<file path="src/sv/simon_pkg.sv">
package simon_pkg;

    localparam int ROUNDS_DEF = 32;
    localparam int WORD_W     = 16;
    localparam int KEY_WORDS  = 4;
    localparam int CFG_IDX_W  = 3;

    localparam logic        CMD_ENC = 1'b0;
    localparam logic        CMD_DEC = 1'b1;

    // z0 sequence, bit 0 first
    localparam logic [63:0] Z0_SEQ   = 64'h19C3522FB386A45F;
    localparam logic [15:0] KS_CONST = 16'hfffc;

    // element 0 is key word 0
    localparam logic [KEY_WORDS-1:0][WORD_W-1:0] KEY_RST =
        {16'h0100, 16'h0908, 16'h1110, 16'h1918};

    typedef logic [ROUNDS_DEF-1:0][WORD_W-1:0] rk_array_t;

    typedef struct packed {
        logic              cmd;
        logic [WORD_W-1:0] data_hi;
        logic [WORD_W-1:0] data_lo;
    } in_word_t;

    typedef struct packed {
        logic [WORD_W-1:0] result_hi;
        logic [WORD_W-1:0] result_lo;
    } out_word_t;

    typedef enum logic [1:0] {
        ST_IDLE,
        ST_RUN,
        ST_WAIT
    } ctrl_state_t;

    typedef struct packed {
        logic step;
        logic dec;
    } ks_ctrl_t;

    typedef struct packed {
        logic load;
        logic step;
        logic dec;
    } rnd_ctrl_t;

    function automatic logic [WORD_W-1:0] round_f(input logic [WORD_W-1:0] x);
        return ({x[14:0], x[15]} & {x[7:0], x[15:8]}) ^ {x[13:0], x[15:14]};
    endfunction

    // k[i] from k[i-4], k[i-3], k[i-1] and the z bit
    function automatic logic [WORD_W-1:0] key_next(
        input logic [WORD_W-1:0] km4,
        input logic [WORD_W-1:0] km3,
        input logic [WORD_W-1:0] km1,
        input logic              zb
    );
        logic [WORD_W-1:0] t;
        logic [WORD_W-1:0] t2;
        t  = {km1[2:0], km1[15:3]} ^ km3;
        t2 = t ^ {t[0], t[15:1]};
        return km4 ^ t2 ^ KS_CONST ^ {{(WORD_W-1){1'b0}}, zb};
    endfunction

    // elaboration-time only: reset contents of the round key store
    function automatic rk_array_t expand_keys(input logic [KEY_WORDS-1:0][WORD_W-1:0] kw);
        rk_array_t rk;
        for (int i = 0; i < KEY_WORDS; i++)
        begin
            rk[i] = kw[i];
        end
        for (int i = KEY_WORDS; i < ROUNDS_DEF; i++)
        begin
            rk[i] = key_next(rk[i-4], rk[i-3], rk[i-1], Z0_SEQ[(i - 4) % 62]);
        end
        return rk;
    endfunction

    localparam rk_array_t RK_RST = expand_keys(KEY_RST);

endpackage

</file>
<file path="src/sv/simon_key_sched.sv">
module simon_key_sched #(
    parameter int ROUNDS = 32
) (
    input  logic                             clk,
    input  logic                             rst_n,
    input  logic                             cfg_wr_en,
    input  logic [simon_pkg::CFG_IDX_W-1:0]  cfg_index,
    input  logic [simon_pkg::WORD_W-1:0]     cfg_data,
    input  simon_pkg::ks_ctrl_t              ctrl,
    output logic [simon_pkg::WORD_W-1:0]     round_key,
    output logic                             busy
);
    import simon_pkg::*;

    localparam int CNT_W = $clog2(ROUNDS + 1);
    localparam int KI_W  = $clog2(KEY_WORDS);

    logic [WORD_W-1:0] kw_reg   [KEY_WORDS];
    logic [WORD_W-1:0] kw_next  [KEY_WORDS];
    logic [WORD_W-1:0] win_reg  [KEY_WORDS];
    logic [WORD_W-1:0] rk_reg   [ROUNDS];
    logic [CNT_W-1:0]  cnt_reg;
    logic              key_wr;
    logic [WORD_W-1:0] new_key;

    assign key_wr  = cfg_wr_en && (cfg_index < CFG_IDX_W'(KEY_WORDS));
    assign busy    = (cnt_reg != CNT_W'(ROUNDS));
    assign new_key = key_next(win_reg[0], win_reg[1], win_reg[3], Z0_SEQ[cnt_reg]);

    always_comb
    begin
        for (int i = 0; i < KEY_WORDS; i++)
        begin
            kw_next[i] = kw_reg[i];
        end
        if (key_wr)
        begin
            kw_next[cfg_index[KI_W-1:0]] = cfg_data;
        end
    end

    always_ff @(posedge clk or negedge rst_n)
    begin
        if (!rst_n)
        begin
            for (int i = 0; i < KEY_WORDS; i++)
            begin
                kw_reg[i] <= KEY_RST[i];
            end
            cnt_reg <= CNT_W'(ROUNDS);
        end
        else
        begin
            for (int i = 0; i < KEY_WORDS; i++)
            begin
                kw_reg[i] <= kw_next[i];
            end
            if (key_wr)
            begin
                cnt_reg <= '0;
            end
            else if (busy)
            begin
                cnt_reg <= cnt_reg + CNT_W'(1);
            end
        end
    end

    // four-word window of the schedule recurrence
    always_ff @(posedge clk)
    begin
        if (key_wr)
        begin
            for (int i = 0; i < KEY_WORDS; i++)
            begin
                win_reg[i] <= kw_next[i];
            end
        end
        else if (busy)
        begin
            win_reg[0] <= win_reg[1];
            win_reg[1] <= win_reg[2];
            win_reg[2] <= win_reg[3];
            win_reg[3] <= new_key;
        end
    end

    // circular key line: entry 0 is the next encryption key, the last entry
    // the next decryption key; ROUNDS rotations bring it back in place
    always_ff @(posedge clk or negedge rst_n)
    begin
        if (!rst_n)
        begin
            for (int i = 0; i < ROUNDS; i++)
            begin
                rk_reg[i] <= RK_RST[i];
            end
        end
        else if (busy)
        begin
            for (int i = 0; i < ROUNDS - 1; i++)
            begin
                rk_reg[i] <= rk_reg[i+1];
            end
            rk_reg[ROUNDS-1] <= win_reg[0];
        end
        else if (ctrl.step)
        begin
            if (ctrl.dec)
            begin
                for (int i = 1; i < ROUNDS; i++)
                begin
                    rk_reg[i] <= rk_reg[i-1];
                end
                rk_reg[0] <= rk_reg[ROUNDS-1];
            end
            else
            begin
                for (int i = 0; i < ROUNDS - 1; i++)
                begin
                    rk_reg[i] <= rk_reg[i+1];
                end
                rk_reg[ROUNDS-1] <= rk_reg[0];
            end
        end
    end

    assign round_key = ctrl.dec ? rk_reg[ROUNDS-1] : rk_reg[0];

endmodule

</file>
<file path="src/sv/simon_round_unit.sv">
module simon_round_unit (
    input  logic                         clk,
    input  simon_pkg::rnd_ctrl_t         ctrl,
    input  simon_pkg::in_word_t          in_word,
    input  logic [simon_pkg::WORD_W-1:0] round_key,
    output simon_pkg::out_word_t         res_now,
    output simon_pkg::out_word_t         res_next
);
    import simon_pkg::*;

    logic [WORD_W-1:0] x_reg;
    logic [WORD_W-1:0] y_reg;
    logic [WORD_W-1:0] x_next;
    logic [WORD_W-1:0] y_next;

    always_comb
    begin
        if (ctrl.dec)
        begin
            y_next = x_reg ^ round_f(y_reg) ^ round_key;
            x_next = y_reg;
        end
        else
        begin
            x_next = y_reg ^ round_f(x_reg) ^ round_key;
            y_next = x_reg;
        end
    end

    always_ff @(posedge clk)
    begin
        if (ctrl.load)
        begin
            x_reg <= in_word.data_hi;
            y_reg <= in_word.data_lo;
        end
        else if (ctrl.step)
        begin
            x_reg <= x_next;
            y_reg <= y_next;
        end
    end

    assign res_now  = '{result_hi: x_reg,  result_lo: y_reg};
    assign res_next = '{result_hi: x_next, result_lo: y_next};

endmodule

</file>
<file path="src/sv/simon_32_64_block_cipher.sv">
// Channel   Direction  Handshake            Word
// in        input      in_valid / in_stall  in_data   (cmd, data_hi, data_lo)
// out       output     out_valid / out_stall out_data (result_hi, result_lo)
// cfg       input      cfg_wr_en            cfg_index, cfg_data (key words 0..3)
//
// One Feistel round per cycle; with the output register free a new word
// is taken on the edge of the last round.
// A key write re-expands the round key line, one key per cycle: in is stalled
// while keys are written and expanded. Reset loads the expanded reset keys.
// A held result does not stop the next block; it stops only at its last round.
module simon_32_64_block_cipher #(
    parameter int ROUNDS = simon_pkg::ROUNDS_DEF
) (
    input  logic                             clk,
    input  logic                             rst_n,
    input  logic                             in_valid,
    output logic                             in_stall,
    input  simon_pkg::in_word_t              in_data,
    output logic                             out_valid,
    input  logic                             out_stall,
    output simon_pkg::out_word_t             out_data,
    input  logic                             cfg_wr_en,
    input  logic [simon_pkg::CFG_IDX_W-1:0]  cfg_index,
    input  logic [simon_pkg::WORD_W-1:0]     cfg_data
);
    import simon_pkg::*;

    localparam int RND_W = $clog2(ROUNDS);

    ctrl_state_t       state_reg;
    ctrl_state_t       state_next;
    logic [RND_W-1:0]  rnd_cnt_reg;
    logic              dec_reg;
    logic              out_valid_reg;
    out_word_t         out_data_reg;

    ks_ctrl_t          ks_ctrl;
    rnd_ctrl_t         rnd_ctrl;
    logic [WORD_W-1:0] round_key;
    logic              ks_busy;
    out_word_t         res_now;
    out_word_t         res_next;

    logic              slot_free;
    logic              last_round;
    logic              in_accept;
    logic              load_next;
    logic              load_held;

    assign slot_free  = !out_valid_reg || !out_stall;
    assign last_round = (state_reg == ST_RUN) && (rnd_cnt_reg == RND_W'(ROUNDS - 1));
    assign in_accept  = in_valid && !in_stall;
    assign load_next  = last_round && slot_free;
    assign load_held  = (state_reg == ST_WAIT) && slot_free;

    // idle takes a word unless the keys are being written or expanded;
    // a running block takes the next one only on its last round
    assign in_stall   = cfg_wr_en || ks_busy || ((state_reg != ST_IDLE) && !load_next);

    always_comb
    begin
        state_next = state_reg;
        unique case (state_reg)
            ST_IDLE:
            begin
                if (in_accept)
                begin
                    state_next = ST_RUN;
                end
            end
            ST_RUN:
            begin
                if (last_round)
                begin
                    if (!slot_free)
                    begin
                        state_next = ST_WAIT;
                    end
                    else if (!in_accept)
                    begin
                        state_next = ST_IDLE;
                    end
                end
            end
            ST_WAIT:
            begin
                if (slot_free)
                begin
                    state_next = ST_IDLE;
                end
            end
            default:
            begin
                state_next = ST_IDLE;
            end
        endcase
    end

    always_ff @(posedge clk or negedge rst_n)
    begin
        if (!rst_n)
        begin
            state_reg     <= ST_IDLE;
            rnd_cnt_reg   <= '0;
            out_valid_reg <= 1'b0;
        end
        else
        begin
            state_reg <= state_next;
            if (in_accept)
            begin
                rnd_cnt_reg <= '0;
            end
            else if (state_reg == ST_RUN)
            begin
                rnd_cnt_reg <= rnd_cnt_reg + RND_W'(1);
            end
            if (load_next || load_held)
            begin
                out_valid_reg <= 1'b1;
            end
            else if (!out_stall)
            begin
                out_valid_reg <= 1'b0;
            end
        end
    end

    always_ff @(posedge clk)
    begin
        if (in_accept)
        begin
            dec_reg <= (in_data.cmd == CMD_DEC);
        end
        if (load_next)
        begin
            out_data_reg <= res_next;
        end
        else if (load_held)
        begin
            out_data_reg <= res_now;
        end
    end

    assign ks_ctrl  = '{step: (state_reg == ST_RUN), dec: dec_reg};
    assign rnd_ctrl = '{load: in_accept, step: (state_reg == ST_RUN), dec: dec_reg};

    simon_key_sched #(
        .ROUNDS (ROUNDS)
    ) u_key_sched (
        .clk       (clk),
        .rst_n     (rst_n),
        .cfg_wr_en (cfg_wr_en),
        .cfg_index (cfg_index),
        .cfg_data  (cfg_data),
        .ctrl      (ks_ctrl),
        .round_key (round_key),
        .busy      (ks_busy)
    );

    simon_round_unit u_round_unit (
        .clk       (clk),
        .ctrl      (rnd_ctrl),
        .in_word   (in_data),
        .round_key (round_key),
        .res_now   (res_now),
        .res_next  (res_next)
    );

    assign out_valid = out_valid_reg;
    assign out_data  = out_data_reg;

endmodule
</file>
<file path="config.mk">
export PLATFORM = sky130hd
export DESIGN_NAME = simon_32_64_block_cipher
export DESIGN_NICKNAME = d
export VERILOG_FILES = /design/src/sv/simon_pkg.sv /design/src/sv/simon_key_sched.sv /design/src/sv/simon_round_unit.sv /design/src/sv/simon_32_64_block_cipher.sv
export SDC_FILE = /design/constraint.sdc
export NUM_CORES = 1
export LEC_CHECK = 0
export BUFFER_PORTS_ARGS = -buffer_cell sky130_fd_sc_hd__buf_4
export CAP_MARGIN = 15
export CORE_UTILIZATION = 38
export CTS_CLUSTER_SIZE = 10
export DETAILED_ROUTE_END_ITERATION = 16
export GPL_TIMING_DRIVEN = 0
export SETUP_SLACK_MARGIN = 0.15
export SKIP_LAST_GASP = 1
export SLEW_MARGIN = 10
export SYNTH_ARGS = -nofsm -noshare
export SYNTH_HDL_FRONTEND = slang
export SYNTH_HIERARCHICAL = 1
export SYNTH_SLANG_ARGS = --single-unit
</file>
<file path="constraint.sdc">
create_clock -name clk -period 3.35 [get_ports clk]
set_input_delay 0.67 -clock clk [delete_from_list [all_inputs] [get_ports clk]]
set_output_delay 0.67 -clock clk [all_outputs]
set_load 0.03 [all_outputs]
</file>
=== Yosys cells after proc, flatten, opt, wreduce, memory -nomap -nowiden ===
Memories as Yosys holds them, arrays and structs flattened.
Index checks and enable logic that the tools add are counted.

* ROM bits: 64
* Output and inout port bits: 34
* Memory bits (writable): 64
* Register bits after elaboration: 655
* Memories: 2

* Mux-type cells: 38
* Add/sub/neg operators: 2
* Reductions and logical operators: 22
* Bitwise operators: 18
* Equal/unequal tests: 9
* Order comparisons: 4

{| class="wikitable"
|+ Memories
! memory !! depth !! bits a word !! rd ports !! clocked after Yosys merged registers in !! write ports !! line !! text
|-
| (name not given) || 64 || 1 || 1 || 0 || 0 || simon_key_sched.sv:28 || <nowiki>assign new_key = key_next(win_reg[0], win_reg[1], win_reg[3], Z0_SEQ[cnt_reg]);</nowiki>
|-
| u_key_sched.win_reg || 4 || 16 || 4 || 0 || 4 || simon_key_sched.sv:20 || <nowiki>logic [WORD_W-1:0] win_reg [KEY_WORDS];</nowiki>
|}

{| class="wikitable"
|+ Operators with widths
! cell !! number
|-
| two-way mux 512 bit || 3
|-
| two-way mux 16 bit || 12
|-
| bitwise XOR 16 bit || 9
|-
| bitwise mux 64 bit || 1
|-
| two-way mux 32 bit || 2
|-
| two-way mux 64 bit || 1
|-
| AND 16 bit || 2
|-
| demux 16 bit (select 2 bit) || 1
|-
| bitwise XOR 16 x 1 -> 16 bit || 1
|-
| NOT 14 bit || 1
|-
| two-way mux 6 bit || 2
|-
| two-way mux 2 bit || 5
|-
| two-way mux 5 bit || 2
|-
| nonzero test 2 bit || 5
|-
| two-way mux 1 bit || 8
|-
| logical AND 1 bit || 7
|-
| < comparator 6 x 7 -> 1 bit (second input constant) || 1
|-
| adder 6 x 1 -> 6 bit (second input constant) || 1
|-
| != test 6 bit (second input constant) || 1
|-
| one-hot mux 2 bit (3 select lines) || 1
|-
| adder 5 x 1 -> 5 bit (second input constant) || 1
|-
| equality test 5 bit (second input constant) || 1
|-
| logical NOT 1 bit || 4
|-
| logical OR 1 bit || 4
|-
| other kinds (12) || 17
|}

=== Logic depth before layout (Yosys ltp) ===
* Depth after elaboration: 12
* Gate-level depth with buffers: 11
* Mapped depth without buffers: 8

=== Modules after synthesis ===
Netlist, hierarchy kept.

{| class="wikitable"
|+ By module, submodules not included
! module !! cells each !! sequential area each (µm²) !! instances !! area each (µm²)
|-
| simon_key_sched || 3205 || 16801.1 || 1 || 29369.4
|-
| simon_round_unit || 236 || 960.9 || 1 || 2717.6
|-
| simon_32_64_block_cipher || 124 || 1191.1 || 1 || 2023.2
|}

=== Worst setup path before layout ===
No wires, ideal clock.

* Path kind: register to register
* Start point: register u_key_sched.cnt_reg[0]
* End point: register u_round_unit.x_reg[0], enable pin
* Data required time: 2.975 ns
* Period minus slack after synthesis: 3.621 ns
* Stages on the path, launching flop included: 12
* Library setup time: 0.375 ns
* Path slack: -0.271 ns
* Arrival time: 3.246 ns
* Cells stage by stage: dfrtp_1 > inv_1 > ha_1 > nand2_1 > nor4_4 > inv_2 > clkbuf_1 > or3b_2 > o21ba_2 > clkbuf_1 > clkbuf_1 > or2_2

* Word-level cells in the longest chain between the ends: 6

{| class="wikitable"
|+ RTL lines
! element !! line !! text
|-
| start: declaration || simon_key_sched.sv:22 || <nowiki>logic [CNT_W-1:0] cnt_reg;</nowiki>
|-
| start signal: assignment || simon_key_sched.sv:50 || <nowiki>cnt_reg <= CNT_W'(ROUNDS);</nowiki>
|-
| start signal: assignment || simon_key_sched.sv:64 || <nowiki>cnt_reg <= cnt_reg + CNT_W'(1);</nowiki>
|-
| != test 6 bit || simon_key_sched.sv:27 || <nowiki>assign busy = (cnt_reg != CNT_W'(ROUNDS));</nowiki>
|-
| net ks_busy || simon_32_64_block_cipher.sv:40 || <nowiki>logic ks_busy;</nowiki>
|-
| logical OR 1 bit (2 in a row) || simon_32_64_block_cipher.sv:58 || <nowiki>assign in_stall = cfg_wr_en || ks_busy || ((state_reg != ST_IDLE) && !load_next);</nowiki>
|-
| logical NOT 1 bit || simon_32_64_block_cipher.sv:52 || <nowiki>assign in_accept = in_valid && !in_stall;</nowiki>
|-
| logical AND 1 bit || simon_32_64_block_cipher.sv:52 ||
|-
| net in_accept || simon_32_64_block_cipher.sv:46 || <nowiki>logic in_accept;</nowiki>
|-
| nonzero test 2 bit (no source line) || - ||
|-
| end signal: assignment || simon_round_unit.sv:34 || <nowiki>x_reg <= in_word.data_hi;</nowiki>
|-
| end signal: assignment || simon_round_unit.sv:39 || <nowiki>x_reg <= x_next;</nowiki>
|-
| end: declaration || simon_round_unit.sv:11 || <nowiki>logic [WORD_W-1:0] x_reg;</nowiki>
|}

The timed path passes the listed nets, and every way through them passes these cells.
A chain may end at the register's enable or synchronous reset.

=== Worst setup path after layout ===
* Start point: register rnd_cnt_reg[1]
* End point: output in_stall

* Word-level cells in the longest chain between the ends: 6

{| class="wikitable"
|+ RTL lines
! element !! line !! text
|-
| start: declaration || simon_32_64_block_cipher.sv:32 || <nowiki>logic [RND_W-1:0] rnd_cnt_reg;</nowiki>
|-
| start signal: assignment || simon_32_64_block_cipher.sv:116 || <nowiki>rnd_cnt_reg <= rnd_cnt_reg + RND_W'(1);</nowiki>
|-
| equality test 5 bit || simon_32_64_block_cipher.sv:51 || <nowiki>assign last_round = (state_reg == ST_RUN) && (rnd_cnt_reg == RND_W'(ROUNDS - 1));</nowiki>
|-
| logical AND 1 bit || simon_32_64_block_cipher.sv:51 ||
|-
| logical AND 1 bit || simon_32_64_block_cipher.sv:53 || <nowiki>assign load_next = last_round && slot_free;</nowiki>
|-
| logical NOT 1 bit || simon_32_64_block_cipher.sv:58 ||
|-
| logical AND 1 bit || simon_32_64_block_cipher.sv:58 ||
|-
| logical OR 1 bit || simon_32_64_block_cipher.sv:58 ||
|-
| end: declaration || simon_32_64_block_cipher.sv:17 || <nowiki>output logic in_stall,</nowiki>
|}

Every way passes these cells.

==> metrics.md <==
| Metric | Value |
|---|---|
| RSZ-0062 raised after global routing | yes |
| CTS clk-pin slew, worst paths | 0.06 ns |
| Wire per inst | 17.6 um |
| Crit. End Element | primary output |
| Hold Path Class | in2async |
| # DRC | 0 |
| Post-Syn Area | 34100 um2 |
| Ys Warns | 6 |
| First-pass GRT wire length | 143000 um |
| HPWL Detailed | 62500 um |
| Fin. max-slew vios | 0 |
| Final ANT Viol Nets | 0 |
| Number of port buffers | 90 |
| Final worst setup slack | 0.235 ns |
| Area leader, netlist | dfrtp_1 |
| Final worst-path cycle share | 0.930 |
| Max-Cap Viols | 0 |
| GR Overflow Total | 0 |
| Diode count | 0 |
| Slowest Stage Delay on Critical Path | 0.41 ns |
| Most common cell after layout, fill and taps aside | nand2_1 |
| Most common flop cell mapped by yosys | dfrtp_1 |
| Syn Area/Cell | 9.57 um2 |
| Core ar. | 88600 um2 |
| Seq/Total Area, Yosys | 0.556 |
| Worst R2R Start | u_key_sched/cnt_reg[1]$_DFFE_PN0P_ |
| Critical path peak fanout | 10 |
| Fill count | 8638 |
| Fmax | 321 MHz |
| GP Congestion | 0.866 |
| Yosys cell types | 53 |
| Top Ports | 91 |
| GRT Overall Usage | 0.194 |
| Hold buffers post-CTS | 0 |
| Share of cells above drive strength 1 | 0.198 |
| CP Launch Point | rnd_cnt_reg[1]$_DFFE_PN0P_ |
| Commonest cells after routing, fill and taps aside | nand2_1, nor2_1, a31oi_1, dfrtp_1, dfstp_2 |
| Via count | 25800 |
| VDD IR max | 0.528 mV |
| Finish-stage setup viols | 0 |
| Num rows | 109 |
| Antenna violations before repair | 0 |
| Vias per Instance | 5.17 |
| FFs w/ async S/R, synth | 0.821 |
| Buffers and inverters on the worst path | 3 |
| Worst Tran Pin Value | 0.817 ns |
| Longest Clk Path Bufs | 3 |
| Drt pass-1 iters | 6 |
| Largest net degree at the start of global routing | 109 |
| Total CTS buffers | 83 |
| H-Tree Depth | 3 |
| CP top delay family | buffers and inverters |
| # nets final | 3825 |
| Leak | 16.6 nW |
| Clock skew | 0.0356 ns |
| Fin crit period | 3.12 ns |
| Post-Route WL | 87800 um |
| CP Data Required Time | 2.68 ns |
| Final core occ | 0.441 |
| Critical path, cell by cell | ha_1, and3_1, ha_1, and3_4, buf_6, buf_8, o21ai_2, buf_6 |
| Max reg flops | 512 |
| Multi-input combinational cell area | 14000 um2 |
| Insertion delay to the later sink of the worst-skew pair | 0.65 ns |
| CP Class | reg2out |
| Outcome | finished, final reports clean |
| Root Driver | clkbuf_16 |
| Die H | 302 um |
| Iter 0 DRT Violations | 2106 |
| Syn nets | 3630 |
| Starting Density | 0.385 |
| Sink Count | 719 |
| Setup_tns | 0 ns |
| Syn-to-layout area delta | 14.6% |
| CTS tree | done |
| Slew Limit Headroom | 0.454 |
| Post-Synthesis Cells | 3565 |
| Critical path startpoint category | flip-flop |
| Pwr Density | 769 nW/um2 |
| Seq cells post-synth | 719 |
| Register area | 19000 um2 |
| CP max stage cell | dfrtp_1 |
| Die footprint | 91000 um2 |
| Setup WS pre-CTS | -0.767 ns |
| Final hold violation count | 0 |
| Critical Path AT | 2.45 ns |
| Number of flops mapped to enable cells by yosys | 129 |
| Yosys top cell area share | 0.248 |
| Vias in the first global route | 26200 |
| Area contributors post-synth | dfrtp_1, dfstp_2, nand2_1, edfxtp_1, a31oi_1 |
| Die Width | 302 um |
## area by class of cell
cell class	count	area share
Sequential cell	719	0.485
Timing Repair Buffer	107	0.0242
Clock inverter	7	0.00182
Tap cell	1165	0.0373
Clock buffer	147	0.0609
Buffer	260	0.0312
Inverter	8	0.000768
Multi-Input combinational cell	2581	0.359
## Yosys cell counts, types with 3 or more instances
| library cell | count |
|---|---|
| mux2_2 | 174 |
| a21oi_1 | 26 |
| edfxtp_1 | 129 |
| mux2i_1 | 50 |
| o21ai_0 | 37 |
| and3b_1 | 16 |
| mux2_4 | 28 |
| nor3_1 | 4 |
| nand3_1 | 4 |
| clkbuf_1 | 183 |
| nand2_1 | 1039 |
| and2_1 | 3 |
| a31oi_1 | 496 |
| inv_1 | 7 |
| ha_1 | 8 |
| buf_6 | 6 |
| nor2_1 | 510 |
| xor2_1 | 18 |
| dfstp_2 | 252 |
| a21boi_0 | 16 |
| nand2b_1 | 6 |
| mux2_1 | 4 |
| dfrtp_1 | 338 |
| buf_2 | 65 |
| and3_1 | 18 |
| xnor2_1 | 98 |
## routing by layer
metal | up-vias | global-route usage | routed length, um
li1 | 12600 | - | -
met1 | 12600 | 0.255 | 39600
met2 | 516 | 0.330 | 42500
met3 | 150 | 0.0249 | 3120
met4 | 0 | 0.0612 | 2540
met5 | - | 0 | 0
## worst paths after layout
check,end,slack (ns),depth (start not counted)
setup / recovery,in_stall,0.23,8
hold / removal,u_key_sched/rk_reg[231]$_DFFE_PN0P_,0.005,1
setup reg to reg,u_key_sched/win_reg[0][24]$_DFFE_PP_,0.31,11
hold reg to reg,u_key_sched/kw_reg[25]$_DFF_PN0_,0.49,1
max in group asynchronous,u_key_sched/kw_reg[47]$_DFF_PN0_,1.39,4
min in group clk,dec_reg$_DFFE_PP_,0.22,1
## worst register-to-register path, delay by kind of cell, from the launching register on
| family | cells | cell delay (ns) |
|---|---|---|
| AND/OR/NAND/NOR | 3 | 0.50 |
| multiplexers | 1 | 0.40 |
| buffers and inverters | 6 | 1.29 |
| flip-flops | 1 | 0.44 |
| adder cells (fa/ha/maj) | 1 | 0.18 |
## cell families (layout without fill, tap and decap cells)
kind of cell / Yosys count / after routing / synth area share
AND/OR/NAND/NOR: 1614 / 1617 / 0.185
flip-flops: 719 / 719 / 0.556
AO/OA/AOI/OAI: 583 / 583 / 0.106
buffers and inverters: 268 / 529 / 0.0346
multiplexers: 257 / 257 / 0.0864
XOR/XNOR: 116 / 116 / 0.0298
adder cells (fa/ha/maj): 8 / 8 / 0.00293
## where the power goes
group	internal, mW	switching, mW	total [mW]
logic	3.11	2.74	5.84
clock network	4.80	3.56	8.36
registers	13.1	2.80	15.9
total	21.0	9.09	30.1
## metrics by stage
step / instance area [um2] / hold WS, ns / instances / total power [mW]
detailed placement: 36500 / 0.481 / 4827 / 21.8
finish: 39100 / 0.00541 / 4994 / 30.1
global placement: 36300 / 0.473 / 4820 / 21.6
floorplan: 34100 / 0.374 / 3565 / 19.5
CTS: 39000 / 0.0288 / 4987 / 30.3
global route: 39100 / 0.0634 / 4994 / 31.8
## what timing repair did
| item | CTS | global route |
|---|---|---|
| setup buffers | 3 | 7 |
| resized for setup | 16 | 13 |
| cloned | 3 | 0 |
| pin swaps | 3 | 1 |
| endpoints found under the setup margin | 430 | 161 |
Note: power is estimated with default switching activity, not from simulation.
